--- src/grubbs_outlier_rejection_unit_macros.svh ---
// Assertion macros shared by the Grubbs outlier rejection RTL.
`ifndef GRUBBS_OUTLIER_REJECTION_UNIT_MACROS_SVH
`define GRUBBS_OUTLIER_REJECTION_UNIT_MACROS_SVH
`ifndef SYNTH
`define GOR_ASSERT_IMP(label, clk, rst, ante, cons) \
  label: assert property (@(posedge clk) disable iff (rst) (ante) |-> (cons)) \
    else $error("assertion failed");
`define GOR_ASSERT_NEXT(label, clk, rst, ante, cons) \
  label: assert property (@(posedge clk) disable iff (rst) (ante) |=> (cons)) \
    else $error("assertion failed");
`else
`define GOR_ASSERT_IMP(label, clk, rst, ante, cons)
`define GOR_ASSERT_NEXT(label, clk, rst, ante, cons)
`endif
`endif

--- src/gor_mul.sv ---
// Shift-and-add multiplier taking one multiplier bit per cycle.
module gor_mul #(
  parameter int AW = 64,
  parameter int BW = 32
) (
  input  logic          clk,
  input  logic          rst,
  input  logic          start,
  input  logic [AW-1:0] a,
  input  logic [BW-1:0] b,
  output logic          busy,
  output logic          done,
  output logic [AW-1:0] p
);

  logic [AW-1:0] acc;
  logic [AW-1:0] a_sh;
  logic [BW-1:0] b_sh;

  always_ff @(posedge clk) begin
    if (rst) begin
      busy <= 1'b0;
      done <= 1'b0;
    end else begin
      done <= 1'b0;
      if (start) begin
        busy <= 1'b1;
      end else if (busy && (b_sh[BW-1:1] == '0)) begin
        busy <= 1'b0;
        done <= 1'b1;
      end
    end
  end

  always_ff @(posedge clk) begin
    if (start) begin
      acc  <= '0;
      a_sh <= a;
      b_sh <= b;
    end else if (busy) begin
      if (b_sh[0]) begin
        acc <= acc + a_sh;
      end
      a_sh <= a_sh << 1;
      b_sh <= b_sh >> 1;
    end
  end

  assign p = acc;

endmodule

--- config.mk ---
export PLATFORM = sky130hd
export DESIGN_NAME = gor_mul
export DESIGN_NICKNAME = d
export VERILOG_FILES = /design/src/grubbs_outlier_rejection_unit_macros.svh /design/src/gor_mul.sv
export SDC_FILE = /design/constraint.sdc
export NUM_CORES = 1
export LEC_CHECK = 0
export BUFFER_PORTS_ARGS = -buffer_cell sky130_fd_sc_hd__buf_2
export CAP_MARGIN = 20
export CORE_MARGIN = 2
export CORE_UTILIZATION = 49
export CTS_CLUSTER_SIZE = 20
export DETAILED_ROUTE_END_ITERATION = 12
export PLACE_DENSITY = 0.71
export SYNTH_ARGS = -nofsm -noshare
export SYNTH_HDL_FRONTEND = slang
export SYNTH_SLANG_ARGS = --single-unit
--- constraint.sdc ---
create_clock -name clk -period 9.1 [get_ports clk]
set_input_delay 0.455 -clock clk [delete_from_list [all_inputs] [get_ports clk]]
set_output_delay 0.455 -clock clk [all_outputs]
set_load 0.1 [all_outputs]
== Word-level counts from Yosys, hierarchy flattened ==
Index checks and enable logic that the tools add are counted.

* Word-level logic and storage cells: 19
* Register bits after elaboration: 162
* Bits of input ports: 99
* Output and inout port bits: 66

* Reduce and logical (&&, ||, !) cells: 6
* Add/sub/neg operators: 1
* Multiplexer cells: 7

{| class="wikitable"
|+ Operators with widths
! cell !! number
|-
| 2-to-1 mux 64 bit || 2
|-
| adder 64 bit || 1
|-
| 2-to-1 mux 32 bit || 2
|-
| zero test 31 bit || 1
|-
| nonzero test 2 bit || 2
|-
| 2-to-1 mux 1 bit || 3
|-
| AND reduction 2 bit || 1
|-
| OR reduction 2 bit || 1
|-
| logical AND 1 bit || 1
|}

== Depth between registers and ports, before layout ==
Gate-level depths: netlist of run 1.

* Depth in word-level cells: 4
* Mapped depth: 11
* Gate-level depth less buffers: 11

== Worst setup path after synthesis of run 1 ==
No wires, ideal clock.

* Path type: input -> register
* From: in start
* To: reg a_sh[0] (enable)
* Stages on the path: 5
* Library setup time: 0.449 ns
* Path slack: 5.415 ns
* Data required time: 8.651 ns
* Arrival: 3.236 ns
* Buffers on the path: 3
* Cell sequence: clkbuf_1 -> clkbuf_1 -> clkbuf_1 -> nor2_1 -> inv_1

* Word-level cells in the longest chain between the ends: 1

{| class="wikitable"
|+ RTL lines
! element !! line !! source
|-
| start, declared || gor_mul.sv:8 || <nowiki>input logic start,</nowiki>
|-
| nonzero test 2 bit (no source line) || - ||
|-
| end signal, assigned || gor_mul.sv:44 || <nowiki>a_sh <= a_sh << 1;</nowiki>
|-
| end, declared || gor_mul.sv:17 || <nowiki>logic [AW-1:0] a_sh;</nowiki>
|}

Every way passes these cells.
A chain may end at the register's enable or synchronous reset.

== Worst setup path in the final report of run 1 ==
* From: reg a_sh[0]
* To: reg acc[52], in the netlist p[52]

* Word-level cells in the longest chain between the ends: 1

{| class="wikitable"
|+ RTL lines
! element !! line !! source
|-
| adder 64 bit || gor_mul.sv:42 || <nowiki>acc <= acc + a_sh;</nowiki>
|-
| end signal, assigned || gor_mul.sv:42 ||
|-
| end, declared || gor_mul.sv:16 || <nowiki>logic [AW-1:0] acc;</nowiki>
|}

Every way passes these cells.

==> summary.txt, run 1 <==
Timing
  • Setup Skew: 0.0137 ns
  • Max Clk Rate: 294 MHz
  • Max transition margin: 36.4%
  • Post-route minimum period: 3.40 ns
  • Final setup margin: 5.70 ns
  • Final slew viol count: 0
  • Worst Tran Pin Value: 0.954 ns
  • Final Hold Viols: 0
  • Setup TNS: 0 ns
  • Unrepaired setup endpoints after global routing: no
  • Endpoints failing setup: 0
  • Fin crit share: 37.4%
  • Hold WS: 0.202 ns

Cells and area
  • Commonest non-fill, non-tap cell in the layout: buf_2
  • Final net count: 1328
  • N_diodes: 0
  • Layout cells sized above 1: 26.4%
  • Final Non-Filler Cells: 1448
  • # fillers: 1865
  • Final Util: 57.7%
  • P&R area growth vs syn: 15.3%
  • Post-route cell area: 0.0117 mm2
  • Most frequent cells in the layout: buf_2, nand2_1, a21oi_1

Die
  • Die area: 0.0219 mm2
  • Starting Density: 50.1%
  • Die Y: 148 um
  • Core footprint: 0.0203 mm2
  • Top Ports: 165
  • Die width: 148 um
  • # rows: 52

Placement
  • Gp weighted congestion: 0.882
  • Pre-CTS setup slack: 5.75 ns
  • Cell total after placement: 1416
  • Dpl hpwl: 17.9 mm
  • Area post-placement: 0.0111 mm2
  • # port buffers: 164

Clock network
  • H-tree Lvls: 4
  • Clk root buf: clkbuf_16
  • Setup bufs post-CTS: 0
  • CTS buffer count: 17
  • Max clock buf depth: 2
  • Clk Latency, worst-skew pair: 0.43 ns
  • Clock Sinks: 162
  • # resized after CTS: 0
  • CTS Hold Bufs: 0
  • Clock slew at reported path FFs: 0.07 ns
  • CTS tree: yes

Pwr
  • Worst ir drop on vdd: 0.113 mV
  • Leak Pwr: 4.94 nW
  • Power after layout: 2.32 mW
  • Power Density: 198 mW/mm2

Setup path
  • WP data required: 9.42 ns
  • WP data arrival: 3.72 ns
  • Critical Path End Type: register
  • Crit Path Max Fanout: 6
  • CP Launch Type: register
  • Crit path kind: reg -> reg

Global routing
  • Total gr overflow: 0
  • Initial antenna violation count: 0
  • First-pass GRT wire length: 40.7 mm
  • Total track usage: 22.9%
  • Largest net degree at the start of global routing: 93
  • Number of global-route vias before repair: 8054

Yosys
  • #FFs+latches synth: 162
  • Syn_nets: 1197
  • Post-synth EDFFs: 96
  • Yosys top cell by area: edfxtp_1
  • Synth Instances: 1034
  • YS warnings: 0
  • Syn_area_per_cell: 9.83 um2
  • Main synth FF type: edfxtp_1
  • Async set-reset flop share out of synthesis: 0%
  • Area of the mapped netlist: 0.0102 mm2
  • Synth cell types: 70
  • Seq/Total Area, Yosys: 41.4%
  • Synth top area share: 28.4%
  • Synth top area cells: edfxtp_1, dfxtp_1, mux2_2

Route
  • Via Count: 8458
  • Iteration-0 DRC Markers: 726
  • Final ANT Viol Nets: 0
  • TritonRoute pass-1 iters: 5
  • DR DRC count: 0
  • Via-per-instance ratio: 5.84
  • Total routed wirelength: 25.0 mm
  • WL per Instance: 17.2 um

Outcome
  • Outcome: completed

Worst hold path
  • HP Class: in -> reg

Flow run
  • Max capacitance violation total: 0
## flip-flops by register name, indices dropped and copies added, names as in the netlist
signal  count
b_sh       32
a_sh       64
busy        1
done        1
p          64
## cells in the mapped netlist, types with 11 or more instances
library cell  instances
o21bai_1             13
nand4_1              25
dfxtp_1              66
inv_1                13
nand3_1              24
a21o_1               33
xor2_1               21
xnor2_1              27
nor3_1               17
o21ai_0              40
nor2_1               31
nand2_1             137
nand3b_1             16
a21oi_1             122
clkbuf_1             37
mux2_2               94
ha_1                 63
edfxtp_1             96
nor4_1               11
## path summary, 6_finish.rpt
path | start | to | slack [ns] | cells past startpoint
max | a_sh[0]$_SDFFCE_PN0P_ | p[52]$_SDFFE_PP0P_ | 5.70 | 11
min | rst | done$_SDFF_PP0_ | 0.20 | 2
max reg2reg | a_sh[0]$_SDFFCE_PN0P_ | p[52]$_SDFFE_PP0P_ | 5.70 | 11
min reg2reg | p[43]$_SDFFE_PP0P_ | p[43]$_SDFFE_PP0P_ | 0.47 | 2
## area by class of cell
type | count | area [um2] | share of cell area [%]
Multi-Input combinational cell | 803 | 5680 | 48.5
Sequential cell | 162 | 4200 | 35.9
Timing Repair Buffer | 168 | 857 | 7.31
Clock buffer | 17 | 425 | 3.63
Tap cell | 270 | 338 | 2.88
Clock inverter | 15 | 160 | 1.37
Inverter | 13 | 50.0 | 0.427
## kinds of logic (layout without fill, tap and decap cells)
| logic type | count (synthesis) | after routing | synth area share, % |
|---|---|---|---|
| AO/OA/AOI/OAI | 290 | 290 | 18.5 |
| AND/OR/NAND/NOR | 305 | 305 | 14.6 |
| XOR/XNOR | 48 | 48 | 4.14 |
| buffers and inverters | 69 | 213 | 2.77 |
| flip-flops | 162 | 162 | 41.4 |
| adder cells (fa/ha/maj) | 64 | 64 | 7.95 |
| multiplexers | 96 | 96 | 10.6 |
## power breakdown
part | internal, mW | switching (mW)
clock | 0.369 | 0.349
combinational | 0.226 | 0.472
sequential | 0.859 | 0.0483
total | 1.45 | 0.869
## layer usage
layer | part of all wire [%] | global-route usage (%) | up-vias
li1 | - | - | 4164
met1 | 47 | 33.1 | 3968
met2 | 45 | 35.3 | 291
met3 | 6.4 | 4.57 | 35
met4 | 1.2 | 5.62 | 0
met5 | 0 | 0 | -
## critical path: stages (launching register included)
cell and delay (ns):
edfxtp_1 0.38, ha_1 0.24, fa_1 0.42, a21o_1 0.23, a31o_2 0.26, a21oi_1 0.25
o22ai_1 0.14, a21oi_1 0.36, o31ai_2 0.15, a221oi_2 0.54, nor4_1 0.10, a211o_1 0.25
(Power assumes the default switching activity.)
==> run 2, diff against run 1 <==
- PLACE_DENSITY: 0.71 -> 0.74
- clock period: 9.1 -> 2.8 ns (I/O delays scaled with it)
==> summary.txt, run 2 (synthesized netlist as in run 1, its figures left out) <==
Clock network
  • CTS buffer count: 17
  • Clk Latency, worst-skew pair: 0.44 ns
  • Max clock buf depth: 2
  • H-tree Lvls: 4
  • Clk root buf: clkbuf_16
  • Clock Sinks: 162
  • CTS tree: yes
  • Clock slew at reported path FFs: 0.07 ns

Setup path
  • CP Cell Sequence: ha_4, fa_2, a21o_1, a31o_4, a21oi_4, o22ai_4, a21oi_4, o31ai_4, a221oi_2, buf_4, nor4_1, a211o_1
  • Crit path kind: reg -> reg
  • Most Frequent Cell on Critical Path: a21oi_4
  • WP data required: 3.12 ns
  • CP Launch Type: register
  • Crit Path Max Fanout: 6
  • WP data arrival: 3.17 ns
  • Critical Path End Type: register
  • CP max-delay cell: edfxtp_1
  • Register-to-register setup slack: -0.05 ns
  • Critical Path Max Stage Delay: 0.43 ns

Timing
  • Endpoints failing setup: 2
  • Final setup margin: -0.0499 ns
  • Hold WS: 0.00832 ns
  • Setup Skew: 0.0142 ns
  • Max transition margin: 59.4%
  • Final Hold Viols: 0
  • Post-route minimum period: 2.85 ns
  • Fin crit share: 102%
  • Unrepaired setup endpoints after global routing: yes
  • Final slew viol count: 0
  • Worst Tran Pin Value: 0.603 ns
  • Max Clk Rate: 351 MHz

Outcome
  • Violated checks: setup timing
  • Outcome: finished with violations

Pwr
  • NetSw: 2.99 mW
  • Clock share of power: 29.1%
  • Share of power burned in registers: 37.2%
  • Comb pwr share: 33.7%
  • Power Density: 597 mW/mm2
  • Power after layout: 7.99 mW
  • P_int: 5.00 mW
  • Sw Ratio: 37.4%
  • Leak Pwr: 5.61 nW
  • Worst ir drop on vdd: 0.398 mV

Cells and area
  • P&R area growth vs syn: 31.7%
  • Most frequent cells in the layout: buf_2, nand2_1, a21oi_1
  • Final Non-Filler Cells: 1580
  • Layout cells sized above 1: 38.9%
  • N_diodes: 0
  • Commonest non-fill, non-tap cell in the layout: buf_2
  • Final net count: 1460
  • Post-route cell area: 0.0134 mm2

Global routing
  • Total track usage: 25.0%
  • Largest net degree at the start of global routing: 66
  • Total gr overflow: 0
  • Initial antenna violation count: 0
  • First-pass GRT wire length: 44.2 mm
  • Number of global-route vias before repair: 8953

Die
  • Starting Density: 50.1%
  • Die width: 148 um
  • # rows: 52
  • Core footprint: 0.0203 mm2
  • Die area: 0.0219 mm2
  • Top Ports: 165
  • Die Y: 148 um

Route
  • Iteration-0 DRC Markers: 666
  • TritonRoute pass-1 iters: 6
  • Met2 wire len: 13.1 mm
  • Total routed wirelength: 27.8 mm
  • Via Count: 9103
  • Final ANT Viol Nets: 0
  • DR DRC count: 0
  • WL met3: 1.74 mm
  • WL per Instance: 17.6 um
  • Wl on met1: 12.5 mm
  • Max Used Layer: met4
  • Via-per-instance ratio: 5.76

Placement
  • # port buffers: 164
  • Area post-placement: 0.0119 mm2
  • Pre-CTS setup slack: -0.103 ns
  • Gp weighted congestion: 0.919
  • Dpl hpwl: 19.6 mm
  • Cell total after placement: 1492

Flow run
  • Max capacitance violation total: 0

Worst hold path
  • HP Class: in -> reg
==> run 2: changes by cell type in the layout (fill, tap and decap cells not counted), moves of 5 or more <==
cell / before / now
buf_4: 4 / 88
dfxtp_1: 66 / 7
dlygate4sd3_1: 0 / 46
dfxtp_4: 0 / 30
dfxtp_2: 0 / 29
ha_1: 63 / 49
a21oi_1: 122 / 111
ha_4: 0 / 11
a21oi_2: 1 / 10
o21ai_0: 40 / 35
==> run 2: metrics by stage <==
stage          utilization, %  setup TNS [ns]
2_1_floorplan               -         -0.0280
3_3_place_gp             58.8         -0.0199
3_5_place_dp             58.8          -0.303
4_1_cts                  64.3         -0.0667
5_1_grt                  66.0           -1.31
6_report                 66.0         -0.0969
==> run 2: power by group through the flow <==
| stage | registers (mW) | clock network, mW | logic [mW] |
|---|---|---|---|
| 2_1_floorplan | 3.52 | 0 | 1.28 |
| 3_3_place_gp | 3.00 | 0 | 2.45 |
| 3_5_place_dp | 3.01 | 0 | 2.48 |
| 4_1_cts | 2.97 | 2.36 | 2.57 |
| 5_1_grt | 3.00 | 2.46 | 2.89 |
| 6_report | 2.97 | 2.33 | 2.69 |
==> run 2: critical path, delay by kind of cell (launching register included) <==
| kind | cells | cell delay (ns) |
|---|---|---|
| adders and majority gates | 2 | 0.53 |
| buffers and inverters | 1 | 0.19 |
| DFF | 1 | 0.43 |
| and+or+nand+nor | 1 | 0.05 |
| AOI/OAI and AO/OA | 8 | 1.53 |
==> run 2: metal layers <==
metal | vias to the layer above | track usage, %
li1 | 4440 | -
met1 | 4302 | 34.0
met2 | 324 | 40.6
met3 | 37 | 4.72
met4 | 0 | 7.62
met5 | - | 0
==> run 2: path summary, 6_finish.rpt <==
kind / from / end / cells after the start
max: a_sh[0]$_SDFFCE_PN0P_ / p[52]$_SDFFE_PP0P_ / 12
min: a[14] / a_sh[14]$_DFFE_PP_ / 2
max reg2reg: a_sh[0]$_SDFFCE_PN0P_ / p[52]$_SDFFE_PP0P_ / 12
min reg2reg: p[23]$_SDFFE_PP0P_ / p[23]$_SDFFE_PP0P_ / 2
==> run 2: what timing repair did <==
action,4_1_cts,5_1_grt
hold endpoints to repair,45,2
cloned,0,0
setup endpoints to repair,17,37
pin swaps,8,18
gates resized for setup,15,50
hold buffers,44,2
buffers inserted,1,9
==> run 2: layout make-up <==
cell class | count | area, um2
Clock inverter | 15 | 163
Inverter | 13 | 52.6
Fill cell | 1635 | 6910
Sequential cell | 162 | 4350
Tap cell | 270 | 338
Multi-Input combinational cell | 803 | 6070
Clock buffer | 17 | 425
Timing Repair Buffer | 300 | 1990
