===== src/grubbs_outlier_rejection_unit_macros.svh =====
// Assertion macros shared by the Grubbs outlier rejection RTL.
`ifndef GRUBBS_OUTLIER_REJECTION_UNIT_MACROS_SVH
`define GRUBBS_OUTLIER_REJECTION_UNIT_MACROS_SVH
`ifndef SYNTH
`define GOR_ASSERT_IMP(label, clk, rst, ante, cons) \
  label: assert property (@(posedge clk) disable iff (rst) (ante) |-> (cons)) \
    else $error("assertion failed");
`define GOR_ASSERT_NEXT(label, clk, rst, ante, cons) \
  label: assert property (@(posedge clk) disable iff (rst) (ante) |=> (cons)) \
    else $error("assertion failed");
`else
`define GOR_ASSERT_IMP(label, clk, rst, ante, cons)
`define GOR_ASSERT_NEXT(label, clk, rst, ante, cons)
`endif
`endif


===== src/gor_div.sv =====
// Restoring divider producing one quotient bit per cycle.
module gor_div #(
  parameter int NW = 64,
  parameter int DW = 16
) (
  input  logic          clk,
  input  logic          rst,
  input  logic          start,
  input  logic [NW-1:0] num,
  input  logic [DW-1:0] den,
  output logic          done,
  output logic [NW-1:0] q
);

  localparam int CNTW = $clog2(NW + 1);

  logic            busy;
  logic [CNTW-1:0] cnt;
  logic [DW-1:0]   rem;
  logic [NW-1:0]   qsh;
  logic [DW-1:0]   d;
  logic [DW:0]     shifted;
  logic [DW+1:0]   trial;

  assign shifted = {rem, qsh[NW-1]};
  assign trial   = {1'b0, shifted} - {2'b00, d};

  always_ff @(posedge clk) begin
    if (rst) begin
      busy <= 1'b0;
      done <= 1'b0;
      cnt  <= '0;
    end else begin
      done <= 1'b0;
      if (start) begin
        busy <= 1'b1;
        cnt  <= CNTW'(NW);
      end else if (busy) begin
        cnt <= cnt - CNTW'(1);
        if (cnt == CNTW'(1)) begin
          busy <= 1'b0;
          done <= 1'b1;
        end
      end
    end
  end

  always_ff @(posedge clk) begin
    if (start) begin
      rem <= '0;
      qsh <= num;
      d   <= den;
    end else if (busy) begin
      if (!trial[DW+1]) begin
        rem <= trial[DW-1:0];
        qsh <= {qsh[NW-2:0], 1'b1};
      end else begin
        rem <= shifted[DW-1:0];
        qsh <= {qsh[NW-2:0], 1'b0};
      end
    end
  end

  assign q = qsh;

endmodule


===== config.mk =====
export PLATFORM = sky130hd
export DESIGN_NAME = gor_div
export DESIGN_NICKNAME = d
export VERILOG_FILES = /design/src/grubbs_outlier_rejection_unit_macros.svh /design/src/gor_div.sv
export SDC_FILE = /design/constraint.sdc
export NUM_CORES = 1
export LEC_CHECK = 0
export BUFFER_PORTS_ARGS = -buffer_cell sky130_fd_sc_hd__buf_4
export CAP_MARGIN = 10
export CORE_MARGIN = 8
export CORE_UTILIZATION = 30
export CTS_CLUSTER_SIZE = 16
export DETAILED_ROUTE_END_ITERATION = 16
export SYNTH_ARGS = -nofsm -noshare
export SYNTH_HDL_FRONTEND = slang
export SYNTH_SLANG_ARGS = --single-unit

===== constraint.sdc =====
create_clock -name clk -period 3.2 [get_ports clk]
set_input_delay 0 -clock clk [delete_from_list [all_inputs] [get_ports clk]]
set_output_delay 0 -clock clk [all_outputs]
set_load 0.03 [all_outputs]

==> Word-level counts from Yosys, hierarchy flattened <==
Index checks and enable logic that the tools add are counted.
{ "word_totals": {"regBits": 105, "input_bits": 83, "elab_cells": 24} }
{ "op_classes": {"n_addsub": 2, "eq_ne": 1, "muxes": 10, "bitwise_logic": 1, "reduce_logical": 3} }
{ "ops": {"columns": ["operator", "n"], "rows": [
  ["two-way mux 64 bit", 2],
  ["subtractor 17 x 16 -> 18 bit", 1],
  ["two-way mux 16 bit", 1],
  ["two-way mux 7 bit", 2],
  ["equality test 7 x 1 -> 1 bit (second input constant)", 1],
  ["subtractor 7 x 1 -> 7 bit (second input constant)", 1],
  ["two-way mux 1 bit", 5],
  ["OR reduction 3 bit", 1],
  ["nonzero test 2 bit", 1],
  ["OR reduction 2 bit", 1],
  ["inverter 1 bit", 1]
]} }

==> Logic depth before layout (Yosys ltp) <==
Gate-level depths: netlist (run 1).
{ "logic_depth": {"depth_word": 4, "ltp_mapped": 11, "depth_no_buf": 11} }

==> Least setup slack after synthesis (run 1) <==
No wires, ideal clock.
{ "synth_timing": {"path_type": "register to register", "from": "register qsh[63] (netlist: q[63])", "to": "register rem[8]", "setup_time_ns": 0.070, "t_arrival_ns": 2.535, "t_required_ns": 3.130, "slack_ns": 0.595, "path_stages_with_launch": 12, "synth_period_minus_slack_ns": 2.605, "path_cell_list": "edfxtp_1 > inv_1 > ha_1 > inv_1 > fa_1 > a21oi_1 > nor2_1 > o21a_1 > o21a_1 > o21a_1 > or4_1 > a21oi_1"} }
{ "synth_between": {"elab_chain_len": 2} }
{ "synth_rtl": {"columns": ["item", "line", "source"], "rows": [
  ["start: declaration", "gor_div.sv:20", "logic [NW-1:0] qsh;"],
  ["start signal: assignment", "gor_div.sv:51", "qsh <= num;"],
  ["start signal: assignment", "gor_div.sv:56", "qsh <= {qsh[NW-2:0], 1'b1};"],
  ["start signal: assignment", "gor_div.sv:59", "qsh <= {qsh[NW-2:0], 1'b0};"],
  ["subtractor 17 x 16 -> 18 bit", "gor_div.sv:26", "assign trial = {1'b0, shifted} - {2'b00, d};"],
  ["two-way mux 16 bit", "gor_div.sv:54", "if (!trial[DW+1]) begin"],
  ["end signal: assignment", "gor_div.sv:55", "rem <= trial[DW-1:0];"],
  ["end signal: assignment", "gor_div.sv:58", "rem <= shifted[DW-1:0];"],
  ["end: declaration", "gor_div.sv:19", "logic [DW-1:0] rem;"]
]} }
No other way between the ends.
A chain may end at the register's enable or synchronous reset.

==> Worst setup path in the final report (run 1) <==
Ends and elaborated chain as after synthesis.

==> results of run 1 <==
[state kept, by name, summed over array words and instances (netlist names)]
name,count
busy,1
done,1
d,16
q,64
rem,16
cnt,7
[layout make-up]
type | count | area, um^2
clock buffer | 10 | 229.0
clock inverter | 6 | 70.07
fill | 1611 | 9519
inverter | 26 | 97.59
multi-input combinational | 259 | 2120
sequential | 105 | 2903
tap | 225 | 281.5
timing repair buffer | 232 | 1957
[power by group]
part           internal [W]  switching (W)  total, W
Combinational      0.000446       0.000517  0.000963
Sequential          0.00162      0.0000801   0.00170
Clock              0.000557       0.000579   0.00114
[Yosys cell counts, drive strengths merged (5+ instances only)]
master and count:
ha 18, o21ai 12, buf 6, xor2 7, nand2 17, a21oi 18
a211oi 13, a31oi 6, dfxtp 25, a21o 7, nor3 9, mux2 63
inv 26, clkbuf 10, edfxtp 80, xnor2 7, mux2i 8, nor2 30
nand3 5, o21a 6
[layer usage]
metal	global-route usage (%)	routed length, um	vias up
met2	21.58	6676	138
met3	6.909	1433	11
li1	-	-	1974
met5	0	0	-
met1	16.09	6176	1911
met4	3.774	156	0
[stage by stage]
step / total power (W) / setup slack [ps] / instances / util, % / hold WS (ps)
2_1_floorplan: 0.002289 / 594.6 / 407 / - / 72.38
3_3_place_gp: 0.002597 / 635.8 / 766 / 38.12 / 180.0
3_5_place_dp: 0.002610 / 606.5 / 766 / 38.12 / 179.8
4_1_cts: 0.003849 / 536.7 / 863 / 44.58 / 251.5
5_1_grt: 0.003987 / 320.2 / 863 / 44.58 / 268.4
6_report: 0.003801 / 545.4 / 863 / 44.58 / 245.5
[repair_timing]
item,in CTS,in global routing
hold buffers,81,0
hold endpoints to repair,84,0
buffers inserted,0,0
setup endpoints to repair,0,0
[how the worst max path moves through the flow]
stage	from	endpoint
floorplan	q[63]	rem[8]
global placement	q[63]	rem[8]
detailed placement	q[63]	rem[8]
CTS	q[63]	rem[8]
global route	q[63]	rem[8]
finish	q[63]	rem[8]
[critical path, delay by kind of cell (launching register included)]
family | cells | cell delay (ps)
buffers and inverters | 2 | 120
AO/OA/AOI/OAI | 5 | 890
adder cells (fa/ha/maj) | 2 | 560
AND/OR/NAND/NOR | 2 | 570
flip-flops | 1 | 410
[logic make-up after synthesis]
kind of cell	Yosys count	synth area share, %
compound gates	80	11.56
simple gates	75	6.881
flops	105	55.62
mux	71	15.13
xor+xnor	14	2.350
buf+inv	43	3.764
fa+ha+maj	19	4.699
==> load_flow_metrics.sql, run 1 <==
INSERT INTO impl_metrics (metric_group, metric, value, unit) VALUES
('run_status', 'run_status', 'completed', ''),
('layout', 'num_antenna_cells', '0', ''),
('hold_path', 'worst_hold_path_type', 'in -> reg', ''),
('hold_path', 'min_delay_path_depth', '1', ''),
('sta', 'grt_setup_unrepaired', 'no', ''),
('sta', 'setup_tns', '0', 'ps'),
('critical_path', 'critical_path.reg2reg.endpoint', 'rem[8]', ''),
('synthesis', 'post-synth-top-area-fraction', '46.03', '%'),
('synthesis', 'synth-seq-cells', '105', ''),
('clock_tree', 'worstSkewPairLatency', '360', 'ps'),
('critical_path', 'worstRegToRegCells', '11', ''),
('sta', 'final-setup-viol-count', '0', ''),
('synthesis', 'synth.cell_area', '5219', 'um^2'),
('floorplan', 'floorplan.initialDensity', '30.38', '%'),
('layout', 'most-common-layout-cells', '150 x sky130_fd_sc_hd__buf_4, 81 x sky130_fd_sc_hd__dlygate4sd3_1, 80 x sky130_fd_sc_hd__edfxtp_1', ''),
('clock_tree', 'clock_tree.root_cell', 'sky130_fd_sc_hd__clkbuf_16', ''),
('clock_tree', 'tritoncts', 'built', ''),
('drt', 'routed_via_density', '4.674', ''),
('floorplan', 'num_io_pins', '148', ''),
('critical_path', 'worst-endpoint-arrival', '2930', 'ps'),
('clock_tree', 'ctsHtreeMaxLevel', '3', ''),
('drt', 'detailedRoute.firstPassIterationCount', '4', ''),
('run', 'max_cap_viol_count', '0', ''),
('clock_tree', 'clk_buf_depth', '2', ''),
('floorplan', 'dieArea', '21870', 'um^2'),
('floorplan', 'dieWidth', '147.9', 'um'),
('layout', 'finalNetCount', '735', ''),
('placement', 'finalWeightedCongestion', '0.8109', ''),
('pwr', 'vdd.ir_drop.worst', '0.3108', 'mV'),
('critical_path', 'worst_setup_path_start_kind', 'register', ''),
('sta', 'tightestPinTransition', '785.2', 'ps'),
('synthesis', 'mappedNetlistNets', '509', ''),
('global_routing', 'grtUsageTotal', '13.68', '%'),
('critical_path', 'end_kind', 'register', ''),
('sta', 'layout_worst_path_cycle_share', '82.96', '%'),
('critical_path', 'crit_path_max_incr_delay', '460', 'ps'),
('layout', 'finish.instance_area', '7657', 'um^2'),
('layout', 'flow.area_growth_from_synthesis', '46.73', '%'),
('critical_path', 'worstPathCellList', 'inv_1 > ha_1 > inv_1 > fa_1 > a21oi_1 > nor2_1 > o21a_1 > o21a_1 > o21a_1 > or4_1 > a21oi_1', ''),
('global_routing', 'grt_first_pass_wirelength', '23790', 'um'),
('critical_path', 'regToRegStartpoint', 'q[63]', ''),
('hold_path', 'worst_hold_path.endpoint', 'd[7]', ''),
('sta', 'final_max_slew_viol_count', '0', ''),
('critical_path', 'crit_path_max_fo', '3', ''),
('global_routing', 'grt_pass1_vias', '4516', ''),
('sta', 'final-hold-violation-count', '0', ''),
('clock_tree', 'cts_resized', '0', ''),
('sta', 'fmax', '376.7', 'MHz'),
('synthesis', 'synth_sequential_area_ratio', '55.62', '%'),
('critical_path', 'critical_path.slowest_cell', 'sky130_fd_sc_hd__or4_1', ''),
('layout', 'layout_commonest_cell', 'sky130_fd_sc_hd__buf_4', ''),
('synthesis', 'async_reset_ff_share', '0', '%'),
('synthesis', 'synth-edff-count', '80', ''),
('clock_tree', 'clkTransAtPathRegs', '80', 'ps'),
('synthesis', 'ys_warn_count', '0', ''),
('drt', 'routedWlPerCell', '16.73', 'um'),
('synthesis', 'synthesis.area_per_instance', '12.82', 'um^2'),
('placement', 'port-buffer-count', '147', ''),
('global_routing', 'grt_start_max_net_pins', '65', ''),
('critical_path', 'worst_path_most_repeated_cell', 'sky130_fd_sc_hd__o21a_1', ''),
('floorplan', 'core.rowCount', '48', ''),
('synthesis', 'synth_area_leader_cell', 'sky130_fd_sc_hd__edfxtp_1', ''),
('floorplan', 'die_h', '147.9', 'um'),
('drt', 'route.antenna.remaining_nets', '0', ''),
('hold_path', 'holdCritStartpoint', 'start', ''),
('drt', 'dr_total_vias', '4034', ''),
('critical_path', 'criticalPathCategory', 'reg -> reg', ''),
('layout', 'drive_gt1_share', '39.34', '%'),
('synthesis', 'synth_top_cells_by_area', 'sky130_fd_sc_hd__edfxtp_1 46%, sky130_fd_sc_hd__mux2_2 14%, sky130_fd_sc_hd__dfxtp_1 9.6%', ''),
('sta', 'max_slew_margin_vs_limit', '47.65', '%'),
('pwr', 'power_per_standard_cell_area', '496.4', 'nW/um^2');
(Power assumes the default switching activity.)
==> run 2, diff against run 1 <==
- clock period: 3.2 -> 2.45 ns (I/O delays scaled with it)
==> load_flow_metrics.sql, run 2 (same netlist as run 1, synthesis figures left out) <==
INSERT INTO impl_metrics (metric_group, metric, value, unit) VALUES
('placement', 'finalWeightedCongestion', '0.8234', ''),
('global_routing', 'grtUsageTotal', '14.24', '%'),
('floorplan', 'dieWidth', '147.9', 'um'),
('clock_tree', 'tritoncts.num_buffers', '9', ''),
('placement', 'hpwlAfterDp', '10400', 'um'),
('drt', 'iteration_0_drc_markers', '181', ''),
('layout', 'largest_register_ffs', '64', ''),
('sta', 'fin_skew', '13.38', 'ps'),
('clock_tree', 'clkTransAtPathRegs', '80', 'ps'),
('sta', 'final-hold-violation-count', '0', ''),
('drt', 'routed_via_density', '4.742', ''),
('sta', 'final.min_clock_period', '2385', 'ps'),
('sta', 'max_slew_margin_vs_limit', '63.55', '%'),
('global_routing', 'grt_overflow', '0', ''),
('pwr', 'power.share.sequential', '44.1', '%'),
('floorplan', 'die_h', '147.9', 'um'),
('layout', 'layout_commonest_cell', 'sky130_fd_sc_hd__buf_4', ''),
('layout', 'multiInputGateArea', '2168', 'um^2'),
('drt', 'dr_total_vias', '4187', ''),
('critical_path', 'regToRegStartpoint', 'q[63]', ''),
('sta', 'final-setup-viol-count', '0', ''),
('sta', 'tightestPinTransition', '546.7', 'ps'),
('placement', 'port-buffer-count', '147', ''),
('sta', 'final_max_slew_viol_count', '0', ''),
('global_routing', 'grt_pass1_vias', '4582', ''),
('layout', 'fillCellCount', '1575', ''),
('hold_path', 'worst_hold_path.endpoint', 'd[2]', ''),
('critical_path', 'critical_path.reg2reg.endpoint', 'rem[8]', ''),
('sta', 'worst_hold_slack', '147.2', 'ps'),
('sta', 'fmax', '419.3', 'MHz'),
('layout', 'finalNetCount', '755', ''),
('pwr', 'leakage', '3.263', 'nW'),
('pwr', 'power_per_standard_cell_area', '641.5', 'nW/um^2'),
('clock_tree', 'tritoncts', 'built', ''),
('critical_path', 'worst-endpoint-arrival', '2670', 'ps'),
('drt', 'detailedRoute.firstPassIterationCount', '4', ''),
('critical_path', 'worstRegToRegCells', '11', ''),
('floorplan', 'core_region_area', '17180', 'um^2'),
('clock_tree', 'clk_buf_depth', '2', ''),
('clock_tree', 'clock_tree.root_cell', 'sky130_fd_sc_hd__clkbuf_16', ''),
('pwr', 'swShare', '31.01', '%'),
('floorplan', 'core.rowCount', '48', ''),
('critical_path', 'worst_setup_path_start_kind', 'register', ''),
('layout', 'drive_gt1_share', '42.86', '%'),
('global_routing', 'grt_start_max_net_pins', '58', ''),
('pwr', 'internal-power', '0.003479', 'W'),
('pwr', 'vdd.ir_drop.worst', '0.3722', 'mV'),
('pwr', 'part_of_the_total_power_dissipated_in_combinational_logic', '26.7', '%'),
('clock_tree', 'ctsHtreeMaxLevel', '3', ''),
('global_routing', 'antenna_violations_before_repair', '0', ''),
('hold_path', 'min_delay_path_depth', '1', ''),
('floorplan', 'dieArea', '21870', 'um^2'),
('clock_tree', 'clock-sinks', '105', ''),
('critical_path', 'crit_path_max_fo', '3', ''),
('layout', 'sequential_cell_area', '2903', 'um^2'),
('hold_path', 'worst_hold_path_type', 'in -> reg', ''),
('sta', 'setup_tns', '0', 'ps'),
('floorplan', 'floorplan.initialDensity', '30.38', '%'),
('critical_path', 'ff2ff_setup_slack', '60', 'ps'),
('pwr', 'clock_power_share', '29.2', '%'),
('pwr', 'switching_power', '0.001563', 'W'),
('sta', 'layout_worst_path_cycle_share', '97.35', '%'),
('clock_tree', 'worstSkewPairLatency', '360', 'ps'),
('critical_path', 'end_kind', 'register', ''),
('layout', 'num_antenna_cells', '0', ''),
('run', 'max_cap_viol_count', '0', ''),
('run_status', 'run_status', 'completed', ''),
('global_routing', 'grt_first_pass_wirelength', '24580', 'um'),
('floorplan', 'num_io_pins', '148', ''),
('critical_path', 'criticalPathCategory', 'reg -> reg', ''),
('drt', 'drc_errors', '0', ''),
('layout', 'most-common-layout-cells', '168 x sky130_fd_sc_hd__buf_4, 81 x sky130_fd_sc_hd__dlygate4sd3_1, 80 x sky130_fd_sc_hd__edfxtp_1', ''),
('layout', 'flow.area_growth_from_synthesis', '50.61', '%'),
('drt', 'routedWlPerCell', '17.14', 'um'),
('drt', 'route.antenna.remaining_nets', '0', ''),
('hold_path', 'holdCritStartpoint', 'start', ''),
('critical_path', 'cp_data_required_time', '2740', 'ps'),
('drt', 'wirelength', '15140', 'um'),
('sta', 'grt_setup_unrepaired', 'yes', '');
-- run 2: changes by cell type in the layout (fill, tap and decap cells not counted), moves of 2 or more --
| cell | previous run | this run |
|---|---|---|
| sky130_fd_sc_hd__buf_4 | 150 | 168 |
| sky130_fd_sc_hd__a21oi_1 | 17 | 15 |
| sky130_fd_sc_hd__a21oi_2 | 1 | 3 |
| sky130_fd_sc_hd__ha_1 | 18 | 16 |
| sky130_fd_sc_hd__ha_2 | 0 | 2 |
-- run 2: worst max-delay path by stage --
| stage | from | cells after the start | endpoint |
|---|---|---|---|
| 3_3_place_gp | q[63] | 11 | rem[8] |
| 5_1_grt | q[63] | 11 | rem[8] |
| 2_1_floorplan | q[63] | 11 | rem[8] |
| 3_5_place_dp | q[63] | 11 | rem[8] |
| 6_report | q[63] | 11 | rem[8] |
| 4_1_cts | q[63] | 11 | rem[8] |
-- run 2: power groups by stage --
stage	sequential, W	combinational [W]	clock, W
finish	0.00222	0.00135	0.00147
global route	0.00225	0.00145	0.00160
CTS	0.00222	0.00132	0.00154
detailed placement	0.00226	0.00120	0
global placement	0.00226	0.00118	0
floorplan	0.00246	0.000532	0
-- run 2: repair_timing --
| item | in CTS | in global routing |
|---|---|---|
| setup buffers | 3 | 4 |
| resized for setup | 3 | 11 |
| pin swaps | 9 | 9 |
| endpoints found under the hold margin | 84 | 0 |
| setup endpoints to repair | 6 | 15 |
| gates cloned | 1 | 0 |
| hold buffers | 81 | 0 |
-- run 2: per-layer routing --
layer | GRT usage (%) | wire length, um | vias up | part of all wire, %
met2 | 23.49 | 7327 | 154 | 48
li1 | - | - | 2018 | -
met3 | 7.490 | 1510 | 15 | 10
met5 | 0 | 0 | - | 0
met1 | 15.45 | 6076 | 2000 | 40
met4 | 4.742 | 220 | 0 | 1.5
-- run 2: cell type report --
| class | count | area share [%] |
|---|---|---|
| Inverter | 26 | 1.289 |
| Tap cell | 225 | 3.582 |
| Clock buffer | 9 | 2.865 |
| Multi-Input combinational cell | 260 | 27.59 |
| Clock inverter | 7 | 0.8755 |
| Sequential cell | 105 | 36.93 |
| Timing Repair Buffer | 251 | 26.87 |
-- run 2: stage by stage --
stage / utilization, % / setup slack (ps) / power [W] / instances / instance area, um^2
after floorplan: - / -57.80 / 0.002992 / 407 / 5229
after global placement: 38.70 / 31.80 / 0.003436 / 778 / 6648
after detailed placement: 38.70 / -3.997 / 0.003453 / 778 / 6648
after CTS: 45.33 / -23.71 / 0.005078 / 879 / 7786
after global routing: 45.76 / -73.05 / 0.005298 / 883 / 7860
final: 45.76 / 64.99 / 0.005042 / 883 / 7860
-- run 2: worst max-delay path, stage by stage, from the launching register on --
cell and delay, ps:
sky130_fd_sc_hd__edfxtp_1 390, sky130_fd_sc_hd__inv_1 70, sky130_fd_sc_hd__ha_2 170, sky130_fd_sc_hd__inv_2 40, sky130_fd_sc_hd__fa_2 360, sky130_fd_sc_hd__a21oi_2 170, sky130_fd_sc_hd__nor2_2 70, sky130_fd_sc_hd__o21a_1 190
sky130_fd_sc_hd__o21a_1 180, sky130_fd_sc_hd__o21a_1 160, sky130_fd_sc_hd__or4_1 400, sky130_fd_sc_hd__a21oi_1 120
==> run 3, diff against run 2 <==
- clock period: 2.45 -> 2.9 ns (I/O delays scaled with it)
==> load_flow_metrics.sql, run 3 (same netlist as run 1, synthesis figures left out) <==
INSERT INTO impl_metrics (metric_group, metric, value, unit) VALUES
('sta', 'final_max_slew_viol_count', '0', ''),
('drt', 'dr_total_vias', '4085', ''),
('placement', 'finalWeightedCongestion', '0.8116', ''),
('global_routing', 'grtUsageTotal', '13.59', '%'),
('clock_tree', 'worstSkewPairLatency', '350', 'ps'),
('placement', 'place_ws', '271.8', 'ps'),
('floorplan', 'die_h', '147.9', 'um'),
('layout', 'largest_register_ffs', '64', ''),
('critical_path', 'worstPathCellList', 'inv_1 > ha_1 > inv_1 > fa_1 > a21oi_2 > nor2_1 > o21a_1 > o21a_1 > o21a_1 > or4_1 > a21oi_1', ''),
('drt', 'highest-signal-layer', 'met4', ''),
('global_routing', 'grt_pass1_vias', '4536', ''),
('sta', 'max_slew_margin_vs_limit', '61.87', '%'),
('pwr', 'power_per_standard_cell_area', '547.2', 'nW/um^2'),
('sta', 'final-setup-viol-count', '0', ''),
('drt', 'route.met2.wl', '6884', 'um'),
('drt', 'routedWlPerCell', '16.93', 'um'),
('pwr', 'internal-power', '0.002898', 'W'),
('clock_tree', 'clock_tree.root_cell', 'sky130_fd_sc_hd__clkbuf_16', ''),
('sta', 'fin_skew', '13.86', 'ps'),
('floorplan', 'floorplan.initialDensity', '30.38', '%'),
('floorplan', 'num_io_pins', '148', ''),
('floorplan', 'dieArea', '21870', 'um^2'),
('critical_path', 'worst_setup_path_start_kind', 'register', ''),
('sta', 'setup_tns', '0', 'ps'),
('critical_path', 'cp_data_required_time', '3180', 'ps'),
('layout', 'num_antenna_cells', '0', ''),
('placement', 'hpwlAfterDp', '9797', 'um'),
('layout', 'finalNetCount', '735', ''),
('drt', 'detailedRoute.firstPassIterationCount', '4', ''),
('global_routing', 'grt_first_pass_wirelength', '23630', 'um'),
('run', 'max_cap_viol_count', '0', ''),
('drt', 'wl_met1', '6151', 'um'),
('pwr', 'vdd.ir_drop.worst', '0.2872', 'mV'),
('critical_path', 'worst_path_most_repeated_cell', 'sky130_fd_sc_hd__o21a_1', ''),
('drt', 'wl_met3', '1407', 'um'),
('clock_tree', 'tritoncts.num_buffers', '9', ''),
('pwr', 'clock_power_share', '29.7', '%'),
('floorplan', 'core_region_area', '17180', 'um^2'),
('clock_tree', 'clkTransAtPathRegs', '80', 'ps'),
('critical_path', 'category_of_cells_accounting_for_the_largest_share_of_critical_path_delay', 'compound AO/OA/AOI/OAI gates', ''),
('sta', 'grt_setup_unrepaired', 'no', ''),
('drt', 'iteration_0_drc_markers', '123', ''),
('sta', 'tightestPinTransition', '568.5', 'ps'),
('critical_path', 'critical_path.slowest_cell', 'sky130_fd_sc_hd__or4_1', ''),
('clock_tree', 'clk_buf_depth', '2', ''),
('critical_path', 'end_kind', 'register', ''),
('global_routing', 'grt_start_max_net_pins', '100', ''),
('placement', 'port-buffer-count', '147', ''),
('drt', 'wirelength', '14610', 'um'),
('pwr', 'swShare', '30.88', '%'),
('critical_path', 'crit_path_max_fo', '3', ''),
('global_routing', 'grt_overflow', '0', ''),
('drt', 'drc_errors', '0', ''),
('layout', 'fillCellCount', '1578', ''),
('sta', 'setup_slack', '257.1', 'ps'),
('critical_path', 'crit_path_max_incr_delay', '470', 'ps'),
('layout', 'flow.area_growth_from_synthesis', '46.80', '%'),
('clock_tree', 'clock-sinks', '105', ''),
('sta', 'final-hold-violation-count', '0', ''),
('critical_path', 'worst-endpoint-arrival', '2920', 'ps'),
('pwr', 'part_of_the_total_power_dissipated_in_combinational_logic', '25.4', '%'),
('pwr', 'leakage', '3.164', 'nW'),
('layout', 'most-common-layout-cells', '150 x sky130_fd_sc_hd__buf_4, 81 x sky130_fd_sc_hd__dlygate4sd3_1, 80 x sky130_fd_sc_hd__edfxtp_1', ''),
('drt', 'routed_via_density', '4.733', ''),
('floorplan', 'core.rowCount', '48', ''),
('drt', 'route.antenna.remaining_nets', '0', ''),
('pwr', 'power.share.sequential', '44.8', '%'),
('clock_tree', 'ctsHtreeMaxLevel', '3', ''),
('layout', 'drive_gt1_share', '39.50', '%'),
('global_routing', 'antenna_violations_before_repair', '0', ''),
('pwr', 'switching_power', '0.001294', 'W'),
('hold_path', 'worst_hold_path_type', 'in -> reg', ''),
('layout', 'layout_commonest_cell', 'sky130_fd_sc_hd__buf_4', ''),
('critical_path', 'criticalPathCategory', 'reg -> reg', ''),
('sta', 'final.min_clock_period', '2643', 'ps'),
('run_status', 'run_status', 'completed', ''),
('sta', 'layout_worst_path_cycle_share', '91.13', '%'),
('sta', 'fmax', '378.4', 'MHz'),
('floorplan', 'dieWidth', '147.9', 'um'),
('critical_path', 'critPathBufInv', '2', ''),
('clock_tree', 'tritoncts', 'built', '');
[run 3: layer usage]
metal	global-route usage, %	vias to the layer above
met5	0	-
met4	3.825	0
met3	7.123	16
met2	21.88	144
met1	15.44	1946
li1	-	1979
[run 3: worst min-delay path, stage by stage]
cell and delay, ps:
sky130_fd_sc_hd__buf_4 120, sky130_fd_sc_hd__nor2_1 100, sky130_fd_sc_hd__a32oi_1 180, sky130_fd_sc_hd__nand2_1 70
[run 3: worst paths after layout]
kind	endpoint	depth (start not counted)	startpoint	slack, ps
worst min-delay path	rem[14]	4	start	170
worst max-delay path	rem[8]	11	q[63]	260
worst min register to register	rem[2]	2	rem[2]	500
worst max register to register	rem[8]	11	q[63]	260
[run 3: stage by stage]
stage	area (um^2)	hold WS, ps	total power (W)	utilization, %	std cells
floorplan	5219	72.38	0.002526	-	407
global placement	6548	177.6	0.002865	38.12	766
detailed placement	6548	179.6	0.002880	38.12	766
finish	7661	165.4	0.004192	44.60	863
global route	7661	204.2	0.004403	44.60	863
CTS	7657	148.6	0.004251	44.58	863
[run 3: area by class of cell]
type / count / area, um^2 / area share, %
clock buffers: 10 / 229.0 / 2.989
clock inverters: 6 / 70.07 / 0.9146
inverters: 26 / 97.59 / 1.274
multi-input cells: 259 / 2123 / 27.72
flip-flops and latches: 105 / 2903 / 37.89
well taps: 225 / 281.5 / 3.675
repair buffers: 232 / 1957 / 25.54
[run 3: timing repair]
action / in CTS / in global routing
hold endpoints to repair: 88 / 0
hold buffers: 81 / 0
gates resized for setup: 0 / 1
setup buffers: 0 / 0
setup endpoints to repair: 0 / 1
[run 3: power by group through the flow]
stage | registers [W] | clock network [W] | logic [W]
after floorplan | 0.00208 | 0 | 0.000447
after global placement | 0.00190 | 0 | 0.000960
after detailed placement | 0.00191 | 0 | 0.000973
after CTS | 0.00188 | 0.00131 | 0.00106
after global routing | 0.00190 | 0.00135 | 0.00115
final | 0.00188 | 0.00125 | 0.00107
